<file path="config.mk">
export PLATFORM = sky130hd
export DESIGN_NAME = box_uv_projection_flat
export DESIGN_NICKNAME = d
export VERILOG_FILES = /design/src/hdl/bup_pkg.sv /design/src/hdl/bup_if.sv /design/src/hdl/box_uv_projection.sv /design/src/flat_wrapper.sv
export SDC_FILE = /design/constraint.sdc
export NUM_CORES = 2
export LEC_CHECK = 0
export ABC_AREA = 1
export BUFFER_PORTS_ARGS = -buffer_cell sky130_fd_sc_hd__buf_2
export CORE_ASPECT_RATIO = 0.6
export CORE_UTILIZATION = 55
export CTS_CLUSTER_SIZE = 8
export DETAILED_ROUTE_END_ITERATION = 12
export GPL_ROUTABILITY_DRIVEN = 1
export PLACE_DENSITY = 0.74
export SETUP_SLACK_MARGIN = 0.2
export SYNTH_ARGS = -nofsm -noshare
export SYNTH_HDL_FRONTEND = slang
export SYNTH_SLANG_ARGS = --single-unit
</file>
<file path="constraint.sdc">
create_clock -name clk -period 35.2 [get_ports clk]
set_input_delay 3.52 -clock clk [delete_from_list [all_inputs] [get_ports clk]]
set_output_delay 3.52 -clock clk [all_outputs]
set_load 0.03 [all_outputs]
</file>
<file path="src/hdl/bup_pkg.sv">
// ----------------------------------------------------------------------------
// bup_pkg: shared types and codes for the box UV projection block
// Operation, status, axis and mode codes, sequencer states and the default
// widths handed down to the channel interfaces and the top level.
// ----------------------------------------------------------------------------
`default_nettype none

package bup_pkg;

	// default widths
	localparam int COORD_BITS_DEF   = 24;
	localparam int UV_FRAC_BITS_DEF = 16;

	// operation codes (request field func)
	localparam logic [1:0] FUNC_CLEAR   = 2'd0;
	localparam logic [1:0] FUNC_ACCUM   = 2'd1;
	localparam logic [1:0] FUNC_PROJECT = 2'd2;

	// result status codes
	localparam logic [1:0] STAT_OK    = 2'd0;
	localparam logic [1:0] STAT_NONE  = 2'd1;
	localparam logic [1:0] STAT_EMPTY = 2'd2;

	// axis codes
	localparam logic [1:0] AXIS_X = 2'd0;
	localparam logic [1:0] AXIS_Y = 2'd1;
	localparam logic [1:0] AXIS_Z = 2'd2;

	// projection mode: per-face dominant axis
	localparam logic [1:0] MODE_BOX = 2'd3;

	// sequencer states
	typedef enum logic [3:0] {
		ST_IDLE,
		ST_DECODE,
		ST_ACCUM,
		ST_MUL,
		ST_SUM,
		ST_PICK,
		ST_SETUP,
		ST_DIV,
		ST_DONE
	} bup_state_t;

endpackage

`default_nettype wire

</file>
<file path="src/hdl/bup_if.sv">
// ----------------------------------------------------------------------------
// bup_if: request and result channels of the box UV projection block
// Valid/ready channels; a transfer happens on a clock edge with both high.
// ----------------------------------------------------------------------------
`default_nettype none

interface bup_in_if #(
	parameter int COORD_BITS = bup_pkg::COORD_BITS_DEF
);
	logic                         valid;
	logic                         ready;
	logic [1:0]                   func;
	logic                         selected;
	logic signed [COORD_BITS-1:0] p0_x;
	logic signed [COORD_BITS-1:0] p0_y;
	logic signed [COORD_BITS-1:0] p0_z;
	logic signed [COORD_BITS-1:0] p1_x;
	logic signed [COORD_BITS-1:0] p1_y;
	logic signed [COORD_BITS-1:0] p1_z;
	logic signed [COORD_BITS-1:0] p2_x;
	logic signed [COORD_BITS-1:0] p2_y;
	logic signed [COORD_BITS-1:0] p2_z;

	modport source (
		output valid, func, selected,
		output p0_x, p0_y, p0_z, p1_x, p1_y, p1_z, p2_x, p2_y, p2_z,
		input  ready
	);
	modport sink (
		input  valid, func, selected,
		input  p0_x, p0_y, p0_z, p1_x, p1_y, p1_z, p2_x, p2_y, p2_z,
		output ready
	);
endinterface

interface bup_out_if #(
	parameter int UV_FRAC_BITS = bup_pkg::UV_FRAC_BITS_DEF
);
	logic                  valid;
	logic                  ready;
	logic [UV_FRAC_BITS:0] u_first;
	logic [UV_FRAC_BITS:0] v_first;
	logic [UV_FRAC_BITS:0] u_second;
	logic [UV_FRAC_BITS:0] v_second;
	logic [UV_FRAC_BITS:0] u_third;
	logic [UV_FRAC_BITS:0] v_third;
	logic [1:0]            plane_axis;
	logic [1:0]            status;

	modport source (
		output valid, u_first, v_first, u_second, v_second, u_third, v_third,
		output plane_axis, status,
		input  ready
	);
	modport sink (
		input  valid, u_first, v_first, u_second, v_second, u_third, v_third,
		input  plane_axis, status,
		output ready
	);
endinterface

`default_nettype wire

</file>
<file path="src/hdl/box_uv_projection.sv">
// ----------------------------------------------------------------------------
// box_uv_projection: planar and box UV projection of triangles
// Keeps a 3-D bounding box of selected triangles and projects triangles onto
// it, giving per-vertex UVs in unsigned Q1.UV_FRAC_BITS.
// ----------------------------------------------------------------------------
// Usage:
//   in_ch carries one triangle request (func, selected, nine coordinates);
//   out_ch returns exactly one result per request, in order.
//   cfg_wr_en/cfg_wr_data write projection_mode; write it only while idle.
// Steps per request, after decode:
//   clear, accumulate without selection, refused project: straight to done
//   accumulate with selection: one vertex per cycle into the box
//   planar project: the six UVs through the divider
//   box project: the face normal and its dominant axis first, then as planar
// A UV with zero extent or an offset at or below the minimum skips the
// divider. The six UV quotients share one restoring divider, one
// quotient bit per cycle; the normal uses one shared multiplier over six
// products. The next request is taken in the cycle after the previous result
// is loaded into the output register.
// Reset: bounds return to empty, mode to box, no result pending.
// A stalled receiver holds the result; the block can take one more request
// and finish it, then waits until the output register frees up.
// ----------------------------------------------------------------------------
`default_nettype none

module box_uv_projection #(
	parameter int COORD_BITS   = bup_pkg::COORD_BITS_DEF,
	parameter int UV_FRAC_BITS = bup_pkg::UV_FRAC_BITS_DEF
) (
	input  wire logic       clk,
	input  wire logic       arst_n,
	input  wire logic       cfg_wr_en,
	input  wire logic [1:0] cfg_wr_data,
	bup_in_if.sink          in_ch,
	bup_out_if.source       out_ch
);
	import bup_pkg::*;

	localparam int DW  = COORD_BITS + 1;        // edge vector width
	localparam int PW  = 2 * DW;                // product / normal width
	localparam int RW  = COORD_BITS + 1;        // offset, extent, remainder
	localparam int UVW = UV_FRAC_BITS + 1;      // UV width
	localparam int CW  = $clog2(UV_FRAC_BITS + 1);
	localparam logic [UVW-1:0] UV_ONE = UVW'(1) << UV_FRAC_BITS;
	localparam logic signed [COORD_BITS-1:0] COORD_HIGH = {1'b0, {(COORD_BITS-1){1'b1}}};
	localparam logic signed [COORD_BITS-1:0] COORD_LOW  = {1'b1, {(COORD_BITS-1){1'b0}}};

	// control state
	bup_state_t state_q, state_d;
	logic [1:0] mode_q;
	logic       seen_q;
	logic       out_valid_q;
	logic       in_ready;
	logic       out_load;
	logic       in_fire;

	// captured request
	logic [1:0]                   func_q;
	logic                         sel_q;
	logic signed [COORD_BITS-1:0] pv_q [3][3];

	// bounding box
	logic signed [COORD_BITS-1:0] bmin_q [3];
	logic signed [COORD_BITS-1:0] bmax_q [3];

	// sequencing
	logic [1:0] vcnt_q;
	logic [2:0] step_q;
	logic [2:0] uv_idx_q;
	logic [CW-1:0] cnt_q;
	logic [1:0] axis_q;
	logic [1:0] status_q;

	// normal datapath
	logic signed [DW-1:0] e_q [3];
	logic signed [DW-1:0] f_q [3];
	logic signed [DW-1:0] a_op, b_op;
	logic signed [PW-1:0] prod_d, mul_q, first_q;
	logic signed [PW:0]   ndiff_d;
	logic [PW-1:0]        nabs_d;
	logic [PW-1:0]        norm_q [3];
	logic [1:0]           pick_d;

	// divider datapath
	logic [1:0]                   ua, va, ax_sel, vert;
	logic signed [COORD_BITS-1:0] p_sel, lo_sel, hi_sel;
	logic [RW-1:0]                off_d, ext_d;
	logic                         zero_d, sat_d;
	logic [RW-1:0]                rem_q, ext_q, rem_sub;
	logic                         sat_q, ge_d;
	logic [UVW-1:0]               quo_q, quo_next, uv_res;
	logic [UVW-1:0]               uv_q [6];
	logic                         last_uv;

	// output register
	logic [UVW-1:0] u0_q, v0_q, u1_q, v1_q, u2_q, v2_q;
	logic [1:0]     oaxis_q, ostat_q;
	logic           ok;

	assign in_fire = in_ch.valid && in_ready;
	assign last_uv = (uv_idx_q == 3'd5);

	// next state
	always_comb begin
		state_d = state_q;
		unique case (state_q)
			ST_IDLE: begin
				if (in_fire) state_d = ST_DECODE;
			end
			ST_DECODE: begin
				unique case (func_q)
					FUNC_CLEAR: state_d = ST_DONE;
					FUNC_ACCUM: state_d = sel_q ? ST_ACCUM : ST_DONE;
					FUNC_PROJECT: begin
						if (!sel_q || !seen_q) state_d = ST_DONE;
						else if (mode_q == MODE_BOX) state_d = ST_MUL;
						else state_d = ST_SETUP;
					end
					default: state_d = ST_DONE;
				endcase
			end
			ST_ACCUM: begin
				if (vcnt_q == 2'd2) state_d = ST_DONE;
			end
			ST_MUL: state_d = ST_SUM;
			ST_SUM: begin
				state_d = (step_q == 3'd5) ? ST_PICK : ST_MUL;
			end
			ST_PICK: state_d = ST_SETUP;
			ST_SETUP: begin
				if (!zero_d) state_d = ST_DIV;
				else if (last_uv) state_d = ST_DONE;
			end
			ST_DIV: begin
				if (cnt_q == '0) state_d = last_uv ? ST_DONE : ST_SETUP;
			end
			ST_DONE: begin
				if (out_load) state_d = ST_IDLE;
			end
			default: state_d = ST_IDLE;
		endcase
	end

	// handshake outputs
	always_comb begin
		in_ready = 1'b0;
		out_load = 1'b0;
		unique case (state_q)
			ST_IDLE: in_ready = 1'b1;
			ST_DONE: out_load = !out_valid_q || out_ch.ready;
			default: begin
				in_ready = 1'b0;
				out_load = 1'b0;
			end
		endcase
	end

	// control registers, mode and bounding box
	always_ff @(posedge clk or negedge arst_n) begin
		if (!arst_n) begin
			state_q     <= ST_IDLE;
			mode_q      <= MODE_BOX;
			seen_q      <= 1'b0;
			out_valid_q <= 1'b0;
			for (int k = 0; k < 3; k++) begin
				bmin_q[k] <= COORD_HIGH;
				bmax_q[k] <= COORD_LOW;
			end
		end else begin
			state_q <= state_d;
			if (cfg_wr_en) mode_q <= cfg_wr_data;
			if (out_load) out_valid_q <= 1'b1;
			else if (out_ch.ready) out_valid_q <= 1'b0;
			if (state_q == ST_DECODE && func_q == FUNC_CLEAR) begin
				seen_q <= 1'b0;
				for (int k = 0; k < 3; k++) begin
					bmin_q[k] <= COORD_HIGH;
					bmax_q[k] <= COORD_LOW;
				end
			end
			// widen by one vertex per cycle
			if (state_q == ST_ACCUM) begin
				seen_q <= 1'b1;
				for (int k = 0; k < 3; k++) begin
					if (pv_q[vcnt_q][k] < bmin_q[k]) bmin_q[k] <= pv_q[vcnt_q][k];
					if (pv_q[vcnt_q][k] > bmax_q[k]) bmax_q[k] <= pv_q[vcnt_q][k];
				end
			end
		end
	end

	// shared multiplier operands: nx = e1f2-e2f1, ny = e2f0-e0f2, nz = e0f1-e1f0
	always_comb begin
		case (step_q)
			3'd0: begin a_op = e_q[1]; b_op = f_q[2]; end
			3'd1: begin a_op = e_q[2]; b_op = f_q[1]; end
			3'd2: begin a_op = e_q[2]; b_op = f_q[0]; end
			3'd3: begin a_op = e_q[0]; b_op = f_q[2]; end
			3'd4: begin a_op = e_q[0]; b_op = f_q[1]; end
			default: begin a_op = e_q[1]; b_op = f_q[0]; end
		endcase
	end

	assign prod_d  = $signed(PW'(a_op)) * $signed(PW'(b_op));
	assign ndiff_d = $signed((PW+1)'(first_q)) - $signed((PW+1)'(mul_q));
	assign nabs_d  = ndiff_d[PW] ? PW'(-ndiff_d) : PW'(ndiff_d);

	// dominant axis, ties to X then Y
	always_comb begin
		if (norm_q[0] >= norm_q[1] && norm_q[0] >= norm_q[2]) pick_d = AXIS_X;
		else if (norm_q[1] >= norm_q[2]) pick_d = AXIS_Y;
		else pick_d = AXIS_Z;
	end

	// operand select for the current UV
	assign ua     = (axis_q == AXIS_X) ? AXIS_Y : AXIS_X;
	assign va     = (axis_q == AXIS_Z) ? AXIS_Y : AXIS_Z;
	assign ax_sel = uv_idx_q[0] ? va : ua;
	assign vert   = uv_idx_q[2:1];
	assign p_sel  = pv_q[vert][ax_sel];
	assign lo_sel = bmin_q[ax_sel];
	assign hi_sel = bmax_q[ax_sel];
	assign off_d  = RW'(p_sel) - RW'(lo_sel);
	assign ext_d  = RW'(hi_sel) - RW'(lo_sel);
	assign zero_d = (hi_sel <= lo_sel) || (p_sel <= lo_sel);
	assign sat_d  = off_d >= {ext_d[RW-2:0], 1'b0};

	// one quotient bit per cycle
	assign ge_d     = rem_q >= ext_q;
	assign rem_sub  = ge_d ? rem_q - ext_q : rem_q;
	assign quo_next = {quo_q[UVW-2:0], ge_d};
	assign uv_res   = (sat_q || quo_next > UV_ONE) ? UV_ONE : quo_next;

	// datapath registers
	always_ff @(posedge clk) begin
		if (in_fire) begin
			func_q     <= in_ch.func;
			sel_q      <= in_ch.selected;
			pv_q[0][0] <= in_ch.p0_x;
			pv_q[0][1] <= in_ch.p0_y;
			pv_q[0][2] <= in_ch.p0_z;
			pv_q[1][0] <= in_ch.p1_x;
			pv_q[1][1] <= in_ch.p1_y;
			pv_q[1][2] <= in_ch.p1_z;
			pv_q[2][0] <= in_ch.p2_x;
			pv_q[2][1] <= in_ch.p2_y;
			pv_q[2][2] <= in_ch.p2_z;
		end

		unique case (state_q)
			ST_DECODE: begin
				vcnt_q   <= 2'd0;
				step_q   <= 3'd0;
				uv_idx_q <= 3'd0;
				axis_q   <= mode_q;
				if (func_q == FUNC_PROJECT && sel_q)
					status_q <= seen_q ? STAT_OK : STAT_EMPTY;
				else
					status_q <= STAT_NONE;
				for (int k = 0; k < 3; k++) begin
					e_q[k] <= DW'(pv_q[1][k]) - DW'(pv_q[0][k]);
					f_q[k] <= DW'(pv_q[2][k]) - DW'(pv_q[0][k]);
				end
			end
			ST_ACCUM: vcnt_q <= vcnt_q + 2'd1;
			ST_MUL: mul_q <= prod_d;
			ST_SUM: begin
				if (!step_q[0]) first_q <= mul_q;
				else norm_q[step_q[2:1]] <= nabs_d;
				step_q <= step_q + 3'd1;
			end
			ST_PICK: axis_q <= pick_d;
			ST_SETUP: begin
				rem_q <= off_d;
				ext_q <= ext_d;
				sat_q <= sat_d;
				quo_q <= '0;
				cnt_q <= CW'(UV_FRAC_BITS);
				if (zero_d) begin
					uv_q[uv_idx_q] <= '0;
					uv_idx_q       <= uv_idx_q + 3'd1;
				end
			end
			ST_DIV: begin
				rem_q <= {rem_sub[RW-2:0], 1'b0};
				quo_q <= quo_next;
				cnt_q <= cnt_q - CW'(1);
				if (cnt_q == '0) begin
					uv_q[uv_idx_q] <= uv_res;
					uv_idx_q       <= uv_idx_q + 3'd1;
				end
			end
			default: begin
			end
		endcase
	end

	// output register; refused or bookkeeping results carry zero UVs
	assign ok = (status_q == STAT_OK);

	always_ff @(posedge clk) begin
		if (out_load) begin
			u0_q    <= ok ? uv_q[0] : '0;
			v0_q    <= ok ? uv_q[1] : '0;
			u1_q    <= ok ? uv_q[2] : '0;
			v1_q    <= ok ? uv_q[3] : '0;
			u2_q    <= ok ? uv_q[4] : '0;
			v2_q    <= ok ? uv_q[5] : '0;
			oaxis_q <= ok ? axis_q : AXIS_X;
			ostat_q <= status_q;
		end
	end

	assign in_ch.ready       = in_ready;
	assign out_ch.valid      = out_valid_q;
	assign out_ch.u_first    = u0_q;
	assign out_ch.v_first    = v0_q;
	assign out_ch.u_second   = u1_q;
	assign out_ch.v_second   = v1_q;
	assign out_ch.u_third    = u2_q;
	assign out_ch.v_third    = v2_q;
	assign out_ch.plane_axis = oaxis_q;
	assign out_ch.status     = ostat_q;

	// a taken request always starts decoding next
	a_accept_decode: assert property (@(posedge clk) disable iff (!arst_n)
		in_fire |=> state_q == ST_DECODE)
		else $error("accepted request did not enter decode");

	// a non-projected result carries zero UVs and axis
	a_refused_zero: assert property (@(posedge clk) disable iff (!arst_n)
		out_valid_q && ostat_q != STAT_OK |->
			u0_q == '0 && v0_q == '0 && u1_q == '0 && v1_q == '0 &&
			u2_q == '0 && v2_q == '0 && oaxis_q == AXIS_X)
		else $error("non-projected result with nonzero payload");

	// projected UVs stay within 0..1
	a_uv_range: assert property (@(posedge clk) disable iff (!arst_n)
		out_valid_q && ostat_q == STAT_OK |->
			u0_q <= UV_ONE && v0_q <= UV_ONE && u1_q <= UV_ONE &&
			v1_q <= UV_ONE && u2_q <= UV_ONE && v2_q <= UV_ONE && oaxis_q != MODE_BOX)
		else $error("projected UV out of range");

	// a pending result is never overwritten
	a_no_overwrite: assert property (@(posedge clk) disable iff (!arst_n)
		out_valid_q && !out_ch.ready |-> !out_load)
		else $error("result register overwritten while stalled");

endmodule

`default_nettype wire

</file>
<file path="src/flat_wrapper.sv">
// flat-port wrapper written by rule: the top's interface ports become plain ports
module box_uv_projection_flat import bup_pkg::*;
#(
	parameter int COORD_BITS   = bup_pkg::COORD_BITS_DEF,
	parameter int UV_FRAC_BITS = bup_pkg::UV_FRAC_BITS_DEF
)
  (clk, arst_n, cfg_wr_en, cfg_wr_data, in_ch_valid, in_ch_func, in_ch_selected, in_ch_p0_x, in_ch_p0_y, in_ch_p0_z, in_ch_p1_x, in_ch_p1_y, in_ch_p1_z, in_ch_p2_x, in_ch_p2_y, in_ch_p2_z, in_ch_ready, out_ch_valid, out_ch_u_first, out_ch_v_first, out_ch_u_second, out_ch_v_second, out_ch_u_third, out_ch_v_third, out_ch_plane_axis, out_ch_status, out_ch_ready);
  bup_in_if #(.COORD_BITS(COORD_BITS)) in_ch_i ();
  bup_out_if #(.UV_FRAC_BITS(UV_FRAC_BITS)) out_ch_i ();
  input  wire logic clk;
  input  wire logic arst_n;
  input  wire logic cfg_wr_en;
  input  wire logic [1:0] cfg_wr_data;
  input wire logic [$bits(in_ch_i.valid)-1:0] in_ch_valid;
  input wire logic [$bits(in_ch_i.func)-1:0] in_ch_func;
  input wire logic [$bits(in_ch_i.selected)-1:0] in_ch_selected;
  input wire logic [$bits(in_ch_i.p0_x)-1:0] in_ch_p0_x;
  input wire logic [$bits(in_ch_i.p0_y)-1:0] in_ch_p0_y;
  input wire logic [$bits(in_ch_i.p0_z)-1:0] in_ch_p0_z;
  input wire logic [$bits(in_ch_i.p1_x)-1:0] in_ch_p1_x;
  input wire logic [$bits(in_ch_i.p1_y)-1:0] in_ch_p1_y;
  input wire logic [$bits(in_ch_i.p1_z)-1:0] in_ch_p1_z;
  input wire logic [$bits(in_ch_i.p2_x)-1:0] in_ch_p2_x;
  input wire logic [$bits(in_ch_i.p2_y)-1:0] in_ch_p2_y;
  input wire logic [$bits(in_ch_i.p2_z)-1:0] in_ch_p2_z;
  output wire logic [$bits(in_ch_i.ready)-1:0] in_ch_ready;
  output wire logic [$bits(out_ch_i.valid)-1:0] out_ch_valid;
  output wire logic [$bits(out_ch_i.u_first)-1:0] out_ch_u_first;
  output wire logic [$bits(out_ch_i.v_first)-1:0] out_ch_v_first;
  output wire logic [$bits(out_ch_i.u_second)-1:0] out_ch_u_second;
  output wire logic [$bits(out_ch_i.v_second)-1:0] out_ch_v_second;
  output wire logic [$bits(out_ch_i.u_third)-1:0] out_ch_u_third;
  output wire logic [$bits(out_ch_i.v_third)-1:0] out_ch_v_third;
  output wire logic [$bits(out_ch_i.plane_axis)-1:0] out_ch_plane_axis;
  output wire logic [$bits(out_ch_i.status)-1:0] out_ch_status;
  input wire logic [$bits(out_ch_i.ready)-1:0] out_ch_ready;
  assign in_ch_i.valid = in_ch_valid;
  assign in_ch_i.func = in_ch_func;
  assign in_ch_i.selected = in_ch_selected;
  assign in_ch_i.p0_x = in_ch_p0_x;
  assign in_ch_i.p0_y = in_ch_p0_y;
  assign in_ch_i.p0_z = in_ch_p0_z;
  assign in_ch_i.p1_x = in_ch_p1_x;
  assign in_ch_i.p1_y = in_ch_p1_y;
  assign in_ch_i.p1_z = in_ch_p1_z;
  assign in_ch_i.p2_x = in_ch_p2_x;
  assign in_ch_i.p2_y = in_ch_p2_y;
  assign in_ch_i.p2_z = in_ch_p2_z;
  assign in_ch_ready = in_ch_i.ready;
  assign out_ch_valid = out_ch_i.valid;
  assign out_ch_u_first = out_ch_i.u_first;
  assign out_ch_v_first = out_ch_i.v_first;
  assign out_ch_u_second = out_ch_i.u_second;
  assign out_ch_v_second = out_ch_i.v_second;
  assign out_ch_u_third = out_ch_i.u_third;
  assign out_ch_v_third = out_ch_i.v_third;
  assign out_ch_plane_axis = out_ch_i.plane_axis;
  assign out_ch_status = out_ch_i.status;
  assign out_ch_i.ready = out_ch_ready;
  box_uv_projection #(.COORD_BITS(COORD_BITS), .UV_FRAC_BITS(UV_FRAC_BITS)) u_core (.clk(clk), .arst_n(arst_n), .cfg_wr_en(cfg_wr_en), .cfg_wr_data(cfg_wr_data), .in_ch(in_ch_i), .out_ch(out_ch_i));
endmodule
</file>
### Yosys cells after proc, flatten, opt, wreduce, memory -nomap -nowiden

Memories as Yosys holds them, arrays and structs flattened. A register that Yosys moved wholly into a read port is not among the register bits.
Cells that the tools add are included.

* flip-flop bits (word level): 343
* bits in writable memories: 618
* input port bits: 226
* output and inout port bits: 108
* logic and storage cells: 201
* memories kept: 5

* $add $sub $neg: 15
* multipliers: 1
* order comparisons: 15
* equal/unequal tests: 25
* mux-type cells: 74
* bitwise operators: 3
* reductions and logical operators: 37

Memories
* u_core.pv_q: depth 3, width 72, rd ports 5, clocked after Yosys merged registers in 2, write ports 3, RTL line box_uv_projection.sv:60 `logic signed [COORD_BITS-1:0] pv_q [3][3];`
* u_core.norm_q: depth 3, width 50, rd ports 3, clocked after Yosys merged registers in 0, write ports 1, RTL line box_uv_projection.sv:81 `logic [PW-1:0] norm_q [3];`
* u_core.uv_q: depth 6, width 17, rd ports 6, clocked after Yosys merged registers in 6, write ports 1, RTL line box_uv_projection.sv:92 `logic [UVW-1:0] uv_q [6];`
* u_core.e_q: depth 3, width 25, rd ports 3, clocked after Yosys merged registers in 0, write ports 3, RTL line box_uv_projection.sv:75 `logic signed [DW-1:0] e_q [3];`
* u_core.f_q: depth 3, width 25, rd ports 3, clocked after Yosys merged registers in 0, write ports 3, RTL line box_uv_projection.sv:76 `logic signed [DW-1:0] f_q [3];`

Operators by type and width (count)
* $mux 24: 13
* $mux 72: 4
* $sub 24x24->25: 8
* $ge 50x50->1: 3
* $pmux 25 s2: 3
* $bmux 24 s2: 3
* $gt 24x24->1: 3
* $lt 24x24->1: 3
* $sub 50x50->51: 1
* $ge 25x25->1: 2
* $mul 25x25->50: 1
* $mux 50: 1
* $neg 50->50: 1
* $le 24x24->1: 2
* $mux 4: 9
* $pmux 4 s9: 1
* $mux 17: 2
* $pmux 16 s2: 1
* $sub 24x24->24: 1
* $mux 1: 20
* $gt 17x17->1 const B: 1
* $eq 4x3->1 const B: 4
* $mux 2: 7
* $mux 3: 4
* 35 further kinds: 72

### Depth between registers and ports, before layout

* depth in word-level cells: 13
* mapped depth: 39

### Worst setup path before layout

No wires, ideal clock.

* path type: input port to flip-flop
* from: in in_ch_valid
* to: reg u_core.func_q[0] (enable)
* library setup time: 1068 ps
* arrival time: 18229 ps
* slack: 15903 ps
* cell stages on the path: 2
* path through: inv_1 > nor3_1

* cells in the longest elaborated chain, start to end: 1

Ends and longest elaborated chain
* start, declared: RTL line flat_wrapper.sv:14 `input wire logic [$bits(in_ch_i.valid)-1:0] in_ch_valid;`
* $logic_and 1x1->1: RTL line box_uv_projection.sv:100 `assign in_fire = in_ch.valid && in_ready;`
* named net u_core.in_fire: RTL line box_uv_projection.sv:55 `logic in_fire;`
* end signal, assigned: RTL line box_uv_projection.sv:237 `func_q <= in_ch.func;`
* end, declared: RTL line box_uv_projection.sv:58 `logic [1:0] func_q;`

The timed path passes the listed nets, and every way through them passes these cells.
A chain may end at the register's enable or synchronous reset.

### Worst setup path in the final report

* from: reg u_core.step_q[0]
* to: reg u_core.mul_q[46] (data pin)

* cells in the longest elaborated chain, start to end: 4
* elaborated cells on any way between the ends: 12
* classes of those cells: mul (1); eq/ne (4); mux (2); reduce/logical (5)

Ends and longest elaborated chain
* start, declared: RTL line box_uv_projection.sv:68 `logic [2:0] step_q;`
* start signal, assigned: RTL line box_uv_projection.sv:270 `step_q <= step_q + 3'd1;`
* $eq 3x2->1 (tied with other cells): RTL line box_uv_projection.sv:194 `case (step_q)`
* $reduce_or 2->1 (no line)
* $pmux 25 s2: RTL line box_uv_projection.sv:194
* $mul 25x25->50 (*): RTL line box_uv_projection.sv:204 `assign prod_d = $signed(PW'(a_op)) * $signed(PW'(b_op));`
* named net u_core.prod_d[46]: RTL line box_uv_projection.sv:78 `logic signed [PW-1:0] prod_d, mul_q, first_q;`
* end signal, assigned: RTL line box_uv_projection.sv:266 `ST_MUL: mul_q <= prod_d;`
* end, declared: RTL line box_uv_projection.sv:78

Mark *: on every way through the listed nets, which the timed path passes. The rest lies on a longest branch.

==> flow_metrics.py <==
metrics = {
    "run_status": {
        "outcome": "finished with violations",
        "violations": "capacitance limit, slew limit",
    },
    "clock_network": {
        "htreeDepth": 4,
        "cts_buffers": 160,
        "clock-sinks": 1067,
        "root_buffer": "clkbuf_16",
        "cts_tree": "built",
        "cts_setup_buffers": 0,
        "path_clk_slew_ns": 0.06,
        "hold_buffers": 0,
        "clock_latency_ns": 0.85,
        "clockBufferDepth": 4,
        "cts_resized": 0,
    },
    "yosys": {
        "synth_cell_types": 66,
        "synth.yosys.seq_area_share_pct": 35.03,
        "async_reset_ff_share_pct": 14.25,
        "ys_ff_latch": 1067,
        "synth_edf_count": 911,
        "syn_inst": 10370,
        "ys.flop_type": "edfxtp_1",
        "synth_top_family_by_area": "adder cells",
        "synth_xor_area_share_pct": 2.983,
        "synthSimpleGateAreaFrac_pct": 16.64,
        "synth_area_per_cell_um2": 8.629,
        "yosysWarnings": 0,
        "syn-cell-area_um2": 89430,
        "synthMuxAreaShare_pct": 0.04897,
        "yosys.area_share.adder_pct": 25.26,
        "syn-num-nets": 12000,
        "synth_compound_area_share_pct": 9.407,
    },
    "worst_setup_path": {
        "cp_common_cell": "inv_1",
        "cp-start-kind": "register",
        "worstPathRequired_ns": 35.73,
        "cp_max_fo": 25,
        "worstSetupPathType": "reg2reg",
        "cpPeakStageDelay_ns": 0.92,
        "cp_slowest_cell": "inv_1",
        "worstPathArrival_ns": 10.91,
        "endpoint_kind": "register",
    },
    "global_routing": {
        "grt_max_degree": 151,
        "grt_use_total_pct": 43.33,
        "overflow": 0,
        "antenna_found_initial": 62,
        "grt_pass1_vias": 73250,
        "grt_pass1_wl_um": 507600,
    },
    "routing": {
        "drt_iter0_drc": 12220,
        "drc": 0,
        "drtAntennaViolNets": 0,
        "via_per_inst": 6.031,
        "vias": 78070,
        "wl_per_cell_um": 27.49,
        "wl_um": 355900,
        "firstDrtPassIters": 9,
    },
    "die": {
        "core-area_um2": 161200,
        "dieArea_um2": 164300,
        "num_rows": 114,
        "die_x_um": 522.6,
        "num_io_pins": 334,
        "die_height_um": 314.4,
        "start_util_pct": 55.49,
    },
    "min_path": {
        "hold_path_class": "reg2reg",
    },
    "sta": {
        "tns_ns": 0,
        "final_hold_viol_count": 0,
        "skew_ns": 0.07068,
        "rsz0062_at_grt": "no",
        "relSlewSlack_pct": -22.12,
        "report.final.setup_viol": 0,
        "tightest_slew_ns": 1.813,
        "maxSlewViolCount": 19,
        "period_share_pct": 29.49,
        "min_period_ns": 10.38,
        "clock.fmax_mhz": 96.35,
    },
    "cells_and_area": {
        "layout_commonest_cell": "inv_1",
        "layout-drive-gt1-share_pct": 8.086,
        "final_cell_mix": "inv_1 (2203), nand2_1 (2108), edfxtp_1 (911), nor2_1 (812), ha_1 (737)",
        "filler_cell_count": 14040,
        "num-nets-final": 12330,
        "area_delta_synth_final_pct": 9.804,
    },
    "place": {
        "hpwl_um": 290100,
        "gp_congestion": 1.086,
        "port_buffers": 333,
    },
    "job": {
        "cap_violations": 8,
    },
}
==> routing by layer <==
metal | GRT usage (%) | share of wire [%]
met5 | 3.623 | 0.27
met4 | 10.82 | 2.6
met2 | 49.43 | 34
met1 | 65.67 | 43
met3 | 26.01 | 20
==> synthesized netlist by cell type (all sizes together), types with 8 or more instances <==
library cell | n | area (um^2)
inv | 2228 | 8363
o211ai | 42 | 315.3
a21boi | 8 | 60.06
xor2 | 191 | 1680
a211oi | 19 | 142.6
nand3 | 266 | 1361
xnor2 | 111 | 987.2
fa | 668 | 13370
dfrtp | 78 | 1952
edfxtp | 911 | 27360
a221oi | 46 | 402.9
o21a | 21 | 157.7
o21bai | 36 | 277.8
clkbuf | 218 | 818.3
nand3b | 14 | 105.1
nor2 | 864 | 3396
o221ai | 42 | 367.9
dfstp | 74 | 1944
o21ai | 547 | 2741
nand4 | 175 | 1122
buf | 64 | 305.3
a21oi | 574 | 2899
o22ai | 76 | 475.5
ha | 737 | 9221
nor4 | 48 | 300.3
a21o | 17 | 127.6
nand2 | 2140 | 8110
nor3 | 56 | 326.6
a31oi | 29 | 181.4
==> critical path: cells and delay by family, from the launching register on <==
family	cells	cell delay, ns
AOI/OAI and AO/OA	9	2.44
xor gates and xnor gates	1	0.20
adders and majority gates	9	4.33
buffers and inverters	9	1.80
and+or+nand+nor	4	0.69
DFF	1	0.58
==> kinds of logic (layout without fill, tap and decap cells) <==
group / after synthesis / in the layout
xor gates and xnor gates: 302 / 302
adders and majority gates: 1405 / 1405
buffers and inverters: 2514 / 2896
AOI/OAI and AO/OA: 1487 / 1487
muxes: 4 / 4
and+or+nand+nor: 3586 / 3586
other: 0 / 51
DFF: 1067 / 1067
==> final timing paths <==
| path | startpoint | to | slack, ns | cells after the start |
|---|---|---|---|---|
| min reg2reg | u_core.mul_q[10] | u_core.first_q[10] | 0.49 | 0 |
| max | u_core.step_q[0] | u_core.mul_q[46] | 24.82 | 32 |
| max reg2reg | u_core.step_q[0] | u_core.mul_q[46] | 24.82 | 32 |
| min in group asynchronous | arst_n | u_core.bmax_q[46] | 2.61 | 1 |
| max in group asynchronous | arst_n | u_core.state_q[1] | 30.51 | 3 |
| min | u_core.mul_q[10] | u_core.first_q[10] | 0.49 | 0 |
==> flip-flops by register name, summed over array words and instances (netlist names), 5 cells and up, named ones only <==
register                flops
u_core.quo_q               16
u_core.out_ch.u_third      17
u_core.bmax_q              72
u_core.out_ch.u_first      17
u_core.pv_q               216
u_core.out_ch.v_third      17
u_core.out_ch.v_first      17
u_core.ext_q               25
u_core.out_ch.v_second     17
u_core.mul_q               50
u_core.out_ch.u_second     17
u_core.rem_q               25
u_core.norm_q             150
u_core.f_q                 75
u_core.cnt_q                5
u_core.first_q             50
u_core.uv_q               102
u_core.bmin_q              72
u_core.e_q                 75
==> cell type report <==
type	instances	area (um^2)	share of cell area (%)
diodes	51	127.6	0.1300
clock buffers	202	4203	4.280
clock inverters	6	88.84	0.09046
inverters	2232	8381	8.534
multi-input cells	6784	48770	49.66
flip-flops and latches	1067	31340	31.91
well taps	2146	2685	2.734
repair buffers	456	2609	2.656
==> per-stage QoR <==
step                      instances  worst slack [ns]  cell area, um^2  util, %  hold slack [ns]
after floorplan               10370             15.90            89430        -           0.4174
after global placement        12680             25.30            93780    58.18           0.4701
after detailed placement      12680             25.24            93780    58.18           0.4520
after CTS                     12890             25.14            98070    60.84           0.4850
after global routing          12920             24.55            98130    60.88           0.4874
final                         12940             24.82            98200    60.93           0.4928
Power is left out: the tool's default activity adds up to more than one toggle a clock period on the data nets, which glitch-free logic cannot reach.
